$ cat config.mk
export PLATFORM = sky130hd
export DESIGN_NAME = seen_address_table_with_aging_top_flat
export DESIGN_NICKNAME = d
export VERILOG_FILES = /design/src/hdl/sat_pkg.sv /design/src/hdl/sat_req_if.sv /design/src/hdl/sat_rsp_if.sv /design/src/hdl/sat_table_mem.sv /design/src/hdl/sat_ctrl.sv /design/src/hdl/seen_address_table_with_aging_top.sv /design/src/flat_wrapper.sv
export SDC_FILE = /design/constraint.sdc
export NUM_CORES = 2
export LEC_CHECK = 0
export BUFFER_PORTS_ARGS = -buffer_cell sky130_fd_sc_hd__buf_2
export CAP_MARGIN = 20
export CORE_MARGIN = 2
export CORE_UTILIZATION = 55
export DETAILED_ROUTE_END_ITERATION = 12
export GPL_ROUTABILITY_DRIVEN = 0
export PLACE_DENSITY_LB_ADDON = 0.08
export SETUP_SLACK_MARGIN = 0.02
export SYNTH_ARGS = -nofsm -noshare
export SYNTH_HDL_FRONTEND = slang
export SYNTH_SLANG_ARGS = --single-unit
$ cat constraint.sdc
create_clock -name clk -period 16.98 [get_ports clk]
set_input_delay 0.849 -clock clk [delete_from_list [all_inputs] [get_ports clk]]
set_output_delay 0.849 -clock clk [all_outputs]
set_load 0.01 [all_outputs]
$ cat src/hdl/sat_pkg.sv
// Shared types and constants for the seen-address table with ageing.
// No dependencies; every other file in hdl/ imports this package.
package sat_pkg;

	localparam int ADDR_W  = 48;
	localparam int TIME_W  = 48;
	localparam int LIMIT_W = 32;
	localparam int COUNT_W = 6;

	// freed count saturates at the top of its field
	localparam logic [COUNT_W-1:0] COUNT_MAX = '1;

	localparam logic [LIMIT_W-1:0] AGE_LIMIT_RESET = 32'd60000;

	typedef enum logic {
		OP_CHECK = 1'b0,
		OP_SWEEP = 1'b1
	} sat_op_t;

	typedef enum logic [2:0] {
		ST_CLEAR,
		ST_IDLE,
		ST_SCAN,
		ST_DRAIN,
		ST_COMMIT,
		ST_RESP
	} sat_state_t;

	// one table word: valid flag, address and stamp
	typedef struct packed {
		logic              valid;
		logic [ADDR_W-1:0] address;
		logic [TIME_W-1:0] stamp;
	} sat_entry_t;

	typedef struct packed {
		logic              opcode;
		logic [ADDR_W-1:0] device_address;
		logic [TIME_W-1:0] current_time;
	} sat_req_t;

	typedef struct packed {
		logic               already_seen;
		logic               newly_stored;
		logic [COUNT_W-1:0] freed_count;
	} sat_rsp_t;

endpackage

$ cat src/hdl/sat_req_if.sv
// Request channel: valid/ready handshake carrying one check or sweep request.
// Depends on sat_pkg for the field widths.
interface sat_req_if import sat_pkg::*; ();
	logic              valid;
	logic              ready;
	logic              opcode;
	logic [ADDR_W-1:0] device_address;
	logic [TIME_W-1:0] current_time;

	modport source (output valid, output opcode, output device_address,
		output current_time, input ready);
	modport sink (input valid, input opcode, input device_address,
		input current_time, output ready);
endinterface

$ cat src/hdl/sat_rsp_if.sv
// Response channel: valid/ready handshake carrying one result per request.
// Depends on sat_pkg for the field widths.
interface sat_rsp_if import sat_pkg::*; ();
	logic               valid;
	logic               ready;
	logic               already_seen;
	logic               newly_stored;
	logic [COUNT_W-1:0] freed_count;

	modport source (output valid, output already_seen, output newly_stored,
		output freed_count, input ready);
	modport sink (input valid, input already_seen, input newly_stored,
		input freed_count, output ready);
endinterface

$ cat src/hdl/sat_table_mem.sv
// Entry store: one synchronous memory, one write port, one registered read port.
// Depends on sat_pkg for the entry word layout.
module sat_table_mem import sat_pkg::*; #(
	parameter int ENTRIES = 32,
	parameter int AW      = 5
) (
	input  logic          clk,
	input  logic          rd_en,
	input  logic [AW-1:0] rd_idx,
	output sat_entry_t    rd_data,
	input  logic          wr_en,
	input  logic [AW-1:0] wr_idx,
	input  sat_entry_t    wr_data
);

	sat_entry_t mem [ENTRIES];

	// write port
	always_ff @(posedge clk) begin
		if (wr_en) begin
			mem[wr_idx] <= wr_data;
		end
	end

	// read port, registered
	always_ff @(posedge clk) begin
		if (rd_en) begin
			rd_data <= mem[rd_idx];
		end
	end

endmodule

$ cat src/hdl/sat_ctrl.sv
// Sequencer: clears the store after reset, then walks every entry once per
// request (match / free search or ageing) and commits the result.
// Depends on sat_pkg; drives sat_table_mem.
module sat_ctrl import sat_pkg::*; #(
	parameter int ENTRIES = 32,
	parameter int AW      = 5
) (
	input  logic               clk,
	input  logic               arst_n,
	input  logic [LIMIT_W-1:0] age_limit,
	// request side
	input  logic               in_valid,
	output logic               in_ready,
	input  sat_req_t           in_req,
	// result side
	output logic               res_valid,
	input  logic               res_ready,
	output sat_rsp_t           res,
	// memory
	output logic               rd_en,
	output logic [AW-1:0]      rd_idx,
	input  sat_entry_t         rd_data,
	output logic               wr_en,
	output logic [AW-1:0]      wr_idx,
	output sat_entry_t         wr_data
);

	localparam logic [AW-1:0] LAST_IDX = AW'(ENTRIES - 1);

	sat_state_t         state_q, state_d;
	logic [AW-1:0]      idx_q;
	logic               pend_s1;
	logic [AW-1:0]      idx_s1;
	logic               op_q;
	logic [ADDR_W-1:0]  addr_q;
	logic [TIME_W-1:0]  now_q;
	logic               hit_q;
	logic               free_found_q;
	logic [AW-1:0]      free_idx_q;
	logic [COUNT_W-1:0] freed_q;

	logic accept;
	logic aged;
	logic match;
	logic do_store;

	assign accept = in_valid && in_ready;

	// compare of the word coming back from the memory
	assign match = rd_data.valid && (rd_data.address == addr_q);
	assign aged  = rd_data.valid && (now_q > rd_data.stamp)
		&& ((now_q - rd_data.stamp) > {{(TIME_W-LIMIT_W){1'b0}}, age_limit});

	assign do_store = (op_q == OP_CHECK) && !hit_q && free_found_q;

	// next state
	always_comb begin
		state_d = state_q;
		unique case (state_q)
			ST_CLEAR:  if (idx_q == LAST_IDX) state_d = ST_IDLE;
			ST_IDLE:   if (accept) state_d = ST_SCAN;
			ST_SCAN:   if (idx_q == LAST_IDX) state_d = ST_DRAIN;
			ST_DRAIN:  state_d = ST_COMMIT;
			ST_COMMIT: state_d = ST_RESP;
			ST_RESP:   if (res_ready) state_d = ST_IDLE;
			default:   state_d = ST_CLEAR;
		endcase
	end

	// outputs and memory port control
	always_comb begin
		in_ready  = (state_q == ST_IDLE);
		res_valid = (state_q == ST_RESP);
		rd_en     = (state_q == ST_SCAN);
		rd_idx    = idx_q;
		wr_en     = 1'b0;
		wr_idx    = idx_s1;
		wr_data   = '0;
		unique case (state_q)
			ST_CLEAR: begin
				wr_en  = 1'b1;
				wr_idx = idx_q;
			end
			ST_SCAN, ST_DRAIN: begin
				// ageing write-back lands one entry behind the read, never the same one
				wr_en = pend_s1 && (op_q == OP_SWEEP) && aged;
			end
			ST_COMMIT: begin
				wr_en   = do_store;
				wr_idx  = free_idx_q;
				wr_data = '{valid: 1'b1, address: addr_q, stamp: now_q};
			end
			default: begin
			end
		endcase
		res.already_seen = (op_q == OP_CHECK) && hit_q;
		res.newly_stored = do_store;
		res.freed_count  = freed_q;
	end

	// control registers
	always_ff @(posedge clk or negedge arst_n) begin
		if (!arst_n) begin
			state_q <= ST_CLEAR;
			idx_q   <= '0;
			pend_s1 <= 1'b0;
		end else begin
			state_q <= state_d;
			pend_s1 <= rd_en;
			if (state_q == ST_CLEAR || state_q == ST_SCAN) begin
				idx_q <= (idx_q == LAST_IDX) ? '0 : idx_q + 1'b1;
			end
		end
	end

	// request and scan accumulators
	always_ff @(posedge clk) begin
		idx_s1 <= idx_q;
		if (accept) begin
			op_q         <= in_req.opcode;
			addr_q       <= in_req.device_address;
			now_q        <= in_req.current_time;
			hit_q        <= 1'b0;
			free_found_q <= 1'b0;
			freed_q      <= '0;
		end else if (pend_s1) begin
			if (op_q == OP_CHECK) begin
				if (match) hit_q <= 1'b1;
				// lowest free entry wins
				if (!rd_data.valid && !free_found_q) begin
					free_found_q <= 1'b1;
					free_idx_q   <= idx_s1;
				end
			end else if (aged && freed_q != COUNT_MAX) begin
				freed_q <= freed_q + 1'b1;
			end
		end
	end

	// no read and write of the same entry in one cycle
	a_no_rw_clash: assert property (@(posedge clk) disable iff (!arst_n)
		(rd_en && wr_en) |-> (rd_idx != wr_idx))
		else $error("read and write hit the same entry");

	// a store only goes to an entry found free in the walk
	a_store_free: assert property (@(posedge clk) disable iff (!arst_n)
		(state_q == ST_COMMIT && wr_en) |-> (free_found_q && !hit_q))
		else $error("store without a free entry");

	// a check never reports both outcomes
	a_one_outcome: assert property (@(posedge clk) disable iff (!arst_n)
		res_valid |-> !(res.already_seen && res.newly_stored))
		else $error("seen and stored together");

	// a check never reports freed entries
	a_check_count: assert property (@(posedge clk) disable iff (!arst_n)
		(res_valid && op_q == OP_CHECK) |-> (res.freed_count == '0))
		else $error("freed count on a check");

	// no request is taken while a walk is running
	a_no_overlap: assert property (@(posedge clk) disable iff (!arst_n)
		(state_q == ST_SCAN) |-> !in_ready)
		else $error("request accepted mid-walk");

endmodule

$ cat src/hdl/seen_address_table_with_aging_top.sv
// Seen-address table with ageing. Each request walks all ENTRIES table words
// through the single read port of the entry memory; a request goes through
// accept, a read of every entry, a drain step, a commit step and a hand-off
// to the output register before the next one is taken. A check reports
// already_seen on a hit, otherwise stores the address and time in the lowest
// free entry (newly_stored); a full table stores nothing. A sweep frees valid
// entries whose age is strictly above age_limit and reports the count,
// saturating at 63. After reset a clearing pass empties the table; no request
// is accepted until it ends. The output register holds a finished result while
// the next request is accepted. age_limit is written through cfg_we/cfg_wdata;
// the user must only write it while the block is idle; it is not enforced.
//
// Depends on sat_pkg, sat_req_if, sat_rsp_if, sat_table_mem, sat_ctrl.
module seen_address_table_with_aging_top import sat_pkg::*; #(
	parameter int ENTRIES = 32
) (
	input  logic               clk,
	input  logic               arst_n,
	sat_req_if.sink            req,
	sat_rsp_if.source          rsp,
	input  logic               cfg_we,
	input  logic [LIMIT_W-1:0] cfg_wdata
);

	localparam int AW = (ENTRIES > 1) ? $clog2(ENTRIES) : 1;

	logic [LIMIT_W-1:0] age_limit_q;
	sat_req_t           in_req;
	logic               res_valid;
	logic               res_ready;
	sat_rsp_t           res;
	sat_rsp_t           rsp_q;
	logic               rsp_valid_q;
	logic               rd_en;
	logic [AW-1:0]      rd_idx;
	sat_entry_t         rd_data;
	logic               wr_en;
	logic [AW-1:0]      wr_idx;
	sat_entry_t         wr_data;

	// age limit register
	always_ff @(posedge clk or negedge arst_n) begin
		if (!arst_n) begin
			age_limit_q <= AGE_LIMIT_RESET;
		end else if (cfg_we) begin
			age_limit_q <= cfg_wdata;
		end
	end

	assign in_req = '{opcode: req.opcode, device_address: req.device_address,
		current_time: req.current_time};

	sat_ctrl #(
		.ENTRIES(ENTRIES),
		.AW     (AW)
	) u_ctrl (
		.clk      (clk),
		.arst_n   (arst_n),
		.age_limit(age_limit_q),
		.in_valid (req.valid),
		.in_ready (req.ready),
		.in_req   (in_req),
		.res_valid(res_valid),
		.res_ready(res_ready),
		.res      (res),
		.rd_en    (rd_en),
		.rd_idx   (rd_idx),
		.rd_data  (rd_data),
		.wr_en    (wr_en),
		.wr_idx   (wr_idx),
		.wr_data  (wr_data)
	);

	sat_table_mem #(
		.ENTRIES(ENTRIES),
		.AW     (AW)
	) u_mem (
		.clk    (clk),
		.rd_en  (rd_en),
		.rd_idx (rd_idx),
		.rd_data(rd_data),
		.wr_en  (wr_en),
		.wr_idx (wr_idx),
		.wr_data(wr_data)
	);

	// output register, refilled as it drains
	assign res_ready = !rsp_valid_q || rsp.ready;

	always_ff @(posedge clk or negedge arst_n) begin
		if (!arst_n) begin
			rsp_valid_q <= 1'b0;
		end else if (res_valid && res_ready) begin
			rsp_valid_q <= 1'b1;
		end else if (rsp.ready) begin
			rsp_valid_q <= 1'b0;
		end
	end

	always_ff @(posedge clk) begin
		if (res_valid && res_ready) begin
			rsp_q <= res;
		end
	end

	assign rsp.valid        = rsp_valid_q;
	assign rsp.already_seen = rsp_q.already_seen;
	assign rsp.newly_stored = rsp_q.newly_stored;
	assign rsp.freed_count  = rsp_q.freed_count;

endmodule

$ cat src/flat_wrapper.sv
// flat-port wrapper written by rule: the top's interface ports become plain ports
module seen_address_table_with_aging_top_flat import sat_pkg::*;
#(
	parameter int ENTRIES = 32
)
  (clk, arst_n, cfg_we, cfg_wdata, req_valid, req_opcode, req_device_address, req_current_time, req_ready, rsp_valid, rsp_already_seen, rsp_newly_stored, rsp_freed_count, rsp_ready);
  sat_req_if req_i ();
  sat_rsp_if rsp_i ();
  input  logic clk;
  input  logic arst_n;
  input  logic cfg_we;
  input  logic [LIMIT_W-1:0] cfg_wdata;
  input wire logic [$bits(req_i.valid)-1:0] req_valid;
  input wire logic [$bits(req_i.opcode)-1:0] req_opcode;
  input wire logic [$bits(req_i.device_address)-1:0] req_device_address;
  input wire logic [$bits(req_i.current_time)-1:0] req_current_time;
  output wire logic [$bits(req_i.ready)-1:0] req_ready;
  output wire logic [$bits(rsp_i.valid)-1:0] rsp_valid;
  output wire logic [$bits(rsp_i.already_seen)-1:0] rsp_already_seen;
  output wire logic [$bits(rsp_i.newly_stored)-1:0] rsp_newly_stored;
  output wire logic [$bits(rsp_i.freed_count)-1:0] rsp_freed_count;
  input wire logic [$bits(rsp_i.ready)-1:0] rsp_ready;
  assign req_i.valid = req_valid;
  assign req_i.opcode = req_opcode;
  assign req_i.device_address = req_device_address;
  assign req_i.current_time = req_current_time;
  assign req_ready = req_i.ready;
  assign rsp_valid = rsp_i.valid;
  assign rsp_already_seen = rsp_i.already_seen;
  assign rsp_newly_stored = rsp_i.newly_stored;
  assign rsp_freed_count = rsp_i.freed_count;
  assign rsp_i.ready = rsp_ready;
  seen_address_table_with_aging_top #(.ENTRIES(ENTRIES)) u_core (.clk(clk), .arst_n(arst_n), .req(req_i), .rsp(rsp_i), .cfg_we(cfg_we), .cfg_wdata(cfg_wdata));
endmodule
; Word-level counts from Yosys, hierarchy flattened
; Memories as Yosys holds them, arrays and structs flattened. A register that Yosys moved wholly into a read port is not among the register bits.
; Cells that the tools add are included.
; Widths: inputs -> output; s select.
[word_totals]
reg_bits = 165
ram_bits = 3104
in_bits = 134
out_inout_bits = 10
word_cells = 75
memories = 1
[classes]
add_sub_neg = 3
order_cmp = 2
n_eq_ne = 12
muxes = 13
n_bitwise = 2
reduce_logical = 26
[memory_table]
columns = memory, words, width, read_ports, rd_clocked_by_memory_dff, write_ports, line
row1 = u_core.u_mem.mem, 32, 97, 1, 1, 1, sat_table_mem.sv:16  ; sat_entry_t mem [ENTRIES];
[op_table]
columns = op, n
row1 = $mux 97, 1
row2 = $eq 48x48->1, 1
row3 = $gt 48x32->1, 1
row4 = $gt 48x48->1, 1
row5 = $sub 48x48->48, 1
row6 = $pmux 3 s6, 1
row7 = $logic_and 1x1->1, 12
row8 = $mux 3, 4
row9 = $pmux 5 s2, 1
row10 = $reduce_and 3->1, 3
row11 = $reduce_and 4->1, 2
row12 = $add 6x1->6 const B, 1
row13 = $eq 3x2->1 const B, 2
row14 = $eq 3x3->1 const B, 2
row15 = $ne 6x6->1 const B, 1
row16 = $add 5x1->5 const B, 1
row17 = $eq 5x5->1 const B, 1
row18 = $mux 5, 1
row19 = $logic_not 1->1, 4
row20 = $mux 1, 4
row21 = $ne 2x1->1 const B, 2
row22 = $ne 2x2->1 const B, 2
row23 = $eq 3x1->1 const B, 1
row24 = $logic_not 3->1, 1
row25 = 5 further kinds, 7

; Logic depth before layout (Yosys ltp)
[depth]
ltp_word = 7
depth_mapped = 24
mapped_depth_nobuf = 22

; Hierarchy
; From an unflattened synthesis, not the netlist that was laid out.
[unflattened]
hier_cells = 6802
hier_area_um2 = 131927.8
[by_module_without_submodules]
columns = module, n_inst, cells_per_inst, area_each_um2, seq_area_each_um2
row1 = sat_table_mem, 1, 5666, 120843.4, 96122.2
row2 = sat_ctrl, 1, 1056, 9446.6, 3548.4
row3 = seen_address_table_with_aging_top, 1, 80, 1637.8, 1074.8

; Worst setup path before layout
; Ideal clock, no wire load.
[synth_path]
kind = reg-to-reg
startpoint = register u_core.u_ctrl.now_q[0]
endpoint = memory u_core.u_mem.mem[11][0] in the netlist's numbering, enable pin
setup_time_ps = 791
t_arrival_ps = 13406
required_time_ps = 16189
setup_slack_ps = 2783
stages_incl_launch_ff = 24
path_buffers = 1
period_less_slack_ps = 14197
path_cell_list = edfxtp_1 -> inv_1 -> ha_1 -> fa_1 -> nand2b_1 -> a211oi_1 -> o21ai_1 -> a211o_1 -> nand2_1 -> a21oi_1 -> o21ai_0 -> xor2_1 -> ha_1 -> nand4_1 -> nor4_1 -> nand2_1 -> o211ai_1 -> a211oi_1 -> and4_1 -> nand4bb_1 -> o21a_2 -> a21oi_4 -> buf_6 -> nor4_1
[synth_between]
elab_chain_cells = 7
word_cells_on_any_way = 9
cone_classes = add/sub (1) / order compare (2) / mux (3) / reduce/logical (3)
[synth_lines]
columns = item, line
row1 = "start, declared", sat_ctrl.sv:36  ; logic [TIME_W-1:0] now_q;
row2 = "start signal, assigned", sat_ctrl.sv:122  ; now_q <= in_req.current_time;
row3 = $sub 48x48->48 or $gt 48x48->1 (tied branches), "sat_ctrl.sv:52, sat_ctrl.sv:51"
row4 = $gt 48x32->1 or $logic_and 1x1->1 (tied branches), "sat_ctrl.sv:52, sat_ctrl.sv:51"
row5 = $logic_and 1x1->1 (*), sat_ctrl.sv:52  ; && ((now_q - rd_data.stamp) > {{(TIME_W-LIMIT_W){1'b0}}, age_limit});
row6 = $logic_and 1x1->1 (*), sat_ctrl.sv:86  ; wr_en = pend_s1 && (op_q == OP_SWEEP) && aged;
row7 = $pmux 1 s3 (*), sat_ctrl.sv:79  ; unique case (state_q)
row8 = $mux 1 (*), sat_table_mem.sv:20  ; if (wr_en) begin
row9 = $mux 1 (not written as such) (*), sat_table_mem.sv:21  ; mem[wr_idx] <= wr_data;
row10 = "end, declared", sat_table_mem.sv:16
; Every way passes the cells marked *; elsewhere a longest branch is shown, timed or not.

; Worst setup path after layout
[layout_path]
startpoint = register u_core.u_ctrl.now_q[0]
endpoint = memory u_core.u_mem.mem[10][8] in the netlist's numbering, enable pin
; The elaborated chain is that of the path after synthesis.

==> reports/qor.csv <==
stage;metric;value;unit
critical_path;Crit path required time;17.51;ns
floorplan;core area;238000;um^2
synth;Synth cell types;86;
clocking;clk slew on worst S/H paths;0.06;ns
timing;Layout Skew;0.0537;ns
synth;register area share after synthesis;76.7;%
timing;maximum clock rate;121;MHz
routing;DRC;0;
finish;Final nets;6350;
synth;Post-Syn Area;131000;um^2
power_and_ir_drop;Psw;8.50;mW
critical_path;CP max-delay cell;buf_4;
power_and_ir_drop;Total Power;27.8;mW
critical_path;Buf+Inv Stages, Crit Path;4;
global_routing;largest net degree at the start of global routing;133;
timing;final setup fails;0;
timing;final worst setup slack;8.74;ns
synth;Ys Warns;0;
global_routing;initial antenna violation count;8;
routing;routed len/inst;34.4;um
finish;Multi-input gate area;29200;um^2
finish;most common cell after layout, fill and taps aside;edfxtp_1;
synth;Mapped Cells;5738;
clocking;CTS resizes;0;
floorplan;# IOs;144;
critical_path;most frequent CP cell;buf_4;
finish;P&R area growth vs syn;13.2;%
worst_hold_path;Hold Crit Class;in2reg;
global_routing;all-layer global routing usage;27.2;%
synth;EDFF count, synth;3311;
power_and_ir_drop;sw frac;30.6;%
critical_path;startpoint type of the worst setup path;flop;
floorplan;Core Rows;179;
run_status;outcome;completed;
clocking;CTS sink count;3366;
finish;fill cell count;15900;
power_and_ir_drop;internal power;19.3;mW
clocking;CTS tree;done;
floorplan;chip width;493;um
timing;worst slew pin tran;1.15;ns
placement;dpl cells;8895;
critical_path;Worst Path Max Fanout;42;
finish;share of cells above drive strength 1;30.7;%
timing;crit share post-route;48.5;%
timing;Final min period;8.24;ns
flow_run;MaxCap Viol Count;0;
critical_path;max incr delay on CP;0.93;ns
finish;FF+latch area;101000;um^2
global_routing;number of global-route vias before repair;63000;
critical_path;delay-heaviest family, CP;buffers and inverters;
synth;synthesized area per cell;22.9;um^2
global_routing;grt total ovfl;0;
critical_path;kind of end point of the critical path;flop;
routing;first-pass iteration count of the detailed router;6;
timing;Slew Limit Fails;0;
floorplan;Die H;493;um
routing;DR vias/cell;6.55;
clocking;cts bufs inserted;352;
finish;final core utilization;62.5;%
clocking;CTS max path bufs;4;
routing;Detail Route Antenna Nets;0;
routing;1st-iter DRT viols;8062;
synth;ys async rst share;1.25;%
power_and_ir_drop;Logic pwr share;31.0;%
critical_path;data arrival time of the worst path;8.77;ns
power_and_ir_drop;Reg power frac;42.0;%
routing;via count;62700;
global_routing;first-pass GRT wire length;470;mm
synth;syn nets;5956;
timing;setup_tns;0;ns
finish;Final Non-Filler Cells;9567;
synth;Seq cells post-synth;3366;
placement;I/O Buffers;143;
power_and_ir_drop;Clk pwr share;27.0;%
timing;RSZ-0062 raised after global routing;false;
routing;Detailed Route WL;329;mm
placement;setup slack at placement;8.73;ns
placement;DP Wirelength;170;mm
synth;Post-synth top flop;edfxtp_1;
clocking;Clock Latency Late Sink;0.96;ns
timing;relative slew slack;23.6;%
power_and_ir_drop;power per cell area;187;nW/um^2
finish;most frequent cells in the layout;edfxtp_1 (3,311), mux4_2 (970), clkbuf_16 (370), buf_2 (144), nand2_1 (137);
power_and_ir_drop;peak supply drop;159;uV
clocking;htree depth;5;
timing;final hold violations;0;
floorplan;Initial Utilization;55.2;%
clocking;Root Driver;clkbuf_16;
floorplan;die area;243000;um^2
power_and_ir_drop;LEAKAGE;48.5;nW
critical_path;kind of critical path;reg2reg;
-- state kept, by name, indices dropped and copies added, names as in the netlist, 3 cells and up --
register / cells
u_core.age_limit_q: 32
u_core.rsp.freed_count: 6
u_core.u_ctrl.addr_q: 48
u_core.u_ctrl.free_idx_q: 5
u_core.u_ctrl.freed_q: 6
u_core.u_ctrl.idx_s1: 5
u_core.u_ctrl.now_q: 48
u_core.u_ctrl.rd_idx: 5
u_core.u_ctrl.state_q: 3
u_core.u_mem.mem: 3104
u_core.u_mem.rd_data: 97
-- power groups by stage --
| stage | combinational (mW) | clock, mW | sequential (mW) |
|---|---|---|---|
| detailed placement | 8.56 | 0 | 11.8 |
| finish | 8.60 | 7.50 | 11.7 |
| CTS | 8.60 | 7.62 | 11.7 |
| global placement | 8.52 | 0 | 11.8 |
| floorplan | 5.78 | 0 | 11.7 |
| global route | 9.11 | 7.91 | 11.8 |
-- layout make-up --
| type | count | area share [%] |
|---|---|---|
| Multi-Input combinational cell | 1985 | 19.7 |
| Tap cell | 3167 | 2.67 |
| Timing Repair Buffer | 334 | 2.15 |
| Clock inverter | 195 | 1.23 |
| Clock buffer | 424 | 6.25 |
| Sequential cell | 3366 | 67.8 |
| Inverter | 93 | 0.238 |
| Antenna cell | 3 | 0.00505 |
-- repair_timing --
| action | in CTS | in global routing |
|---|---|---|
| hold endpoints to repair | 12 | 0 |
| buffers inserted | 0 | 0 |
| hold buffers | 1 | 0 |
-- path summary, 6_finish.rpt --
path                            slack, ns                     endpoint  cells after the start               startpoint
worst max-delay path                 8.74      u_core.u_mem.mem[10][8]                     25   u_core.u_ctrl.now_q[0]
worst min-delay path                 0.06     u_core.u_ctrl.addr_q[28]                      1   req_device_address[28]
worst max register to register       8.74      u_core.u_mem.mem[10][8]                     25   u_core.u_ctrl.now_q[0]
worst min register to register       0.43  u_core.u_ctrl.free_idx_q[2]                      0  u_core.u_ctrl.idx_s1[2]
max in group asynchronous           15.84      u_core.u_ctrl.rd_idx[1]                      3                   arst_n
min in group asynchronous            0.55        u_core.age_limit_q[8]                      3                   arst_n
-- cell usage after synthesis, drive strengths merged (13+ instances only) --
cell type	count	area share, %
xnor2	49	0.33
dfrtp	35	0.67
nor4	19	0.095
ha	83	0.79
o21a	15	0.087
a21oi	89	0.36
a21o	16	0.091
xor2	32	0.21
nor2	85	0.28
inv	92	0.26
and3	104	0.50
dfxtp	13	0.20
nand2	137	0.39
buf	77	0.28
mux2	98	0.84
clkbuf	217	0.62
nand3	16	0.061
mux4	970	17
edfxtp	3311	76
o21ai	81	0.31
nand4	42	0.20
-- stage by stage --
stage / instance area [um^2] / hold slack [ns]
3_3_place_gp: 136000 / 0.415
2_1_floorplan: 131000 / 0.345
4_1_cts: 147000 / 0.00308
6_report: 149000 / 0.0611
3_5_place_dp: 136000 / 0.417
5_1_grt: 149000 / 0.0198
-- kinds of logic after synthesis --
logic type	count (synthesis)	share of synthesized area [%]
buffers and inverters	387	1.17
adder cells (fa/ha/maj)	84	0.806
multiplexers	1077	17.5
XOR/XNOR	81	0.540
AO/OA/AOI/OAI	276	1.36
AND/OR/NAND/NOR	467	1.84
flip-flops	3366	76.7
-- metal layers --
metal	track usage [%]	part of all wire, %	up-vias
li1	-	-	25100
met1	40.8	42	34200
met2	43.6	49	2833
met3	3.77	7.2	467
met4	5.67	2.0	0
met5	0	0	-
No activity file was read; power rests on OpenSTA's default activity.
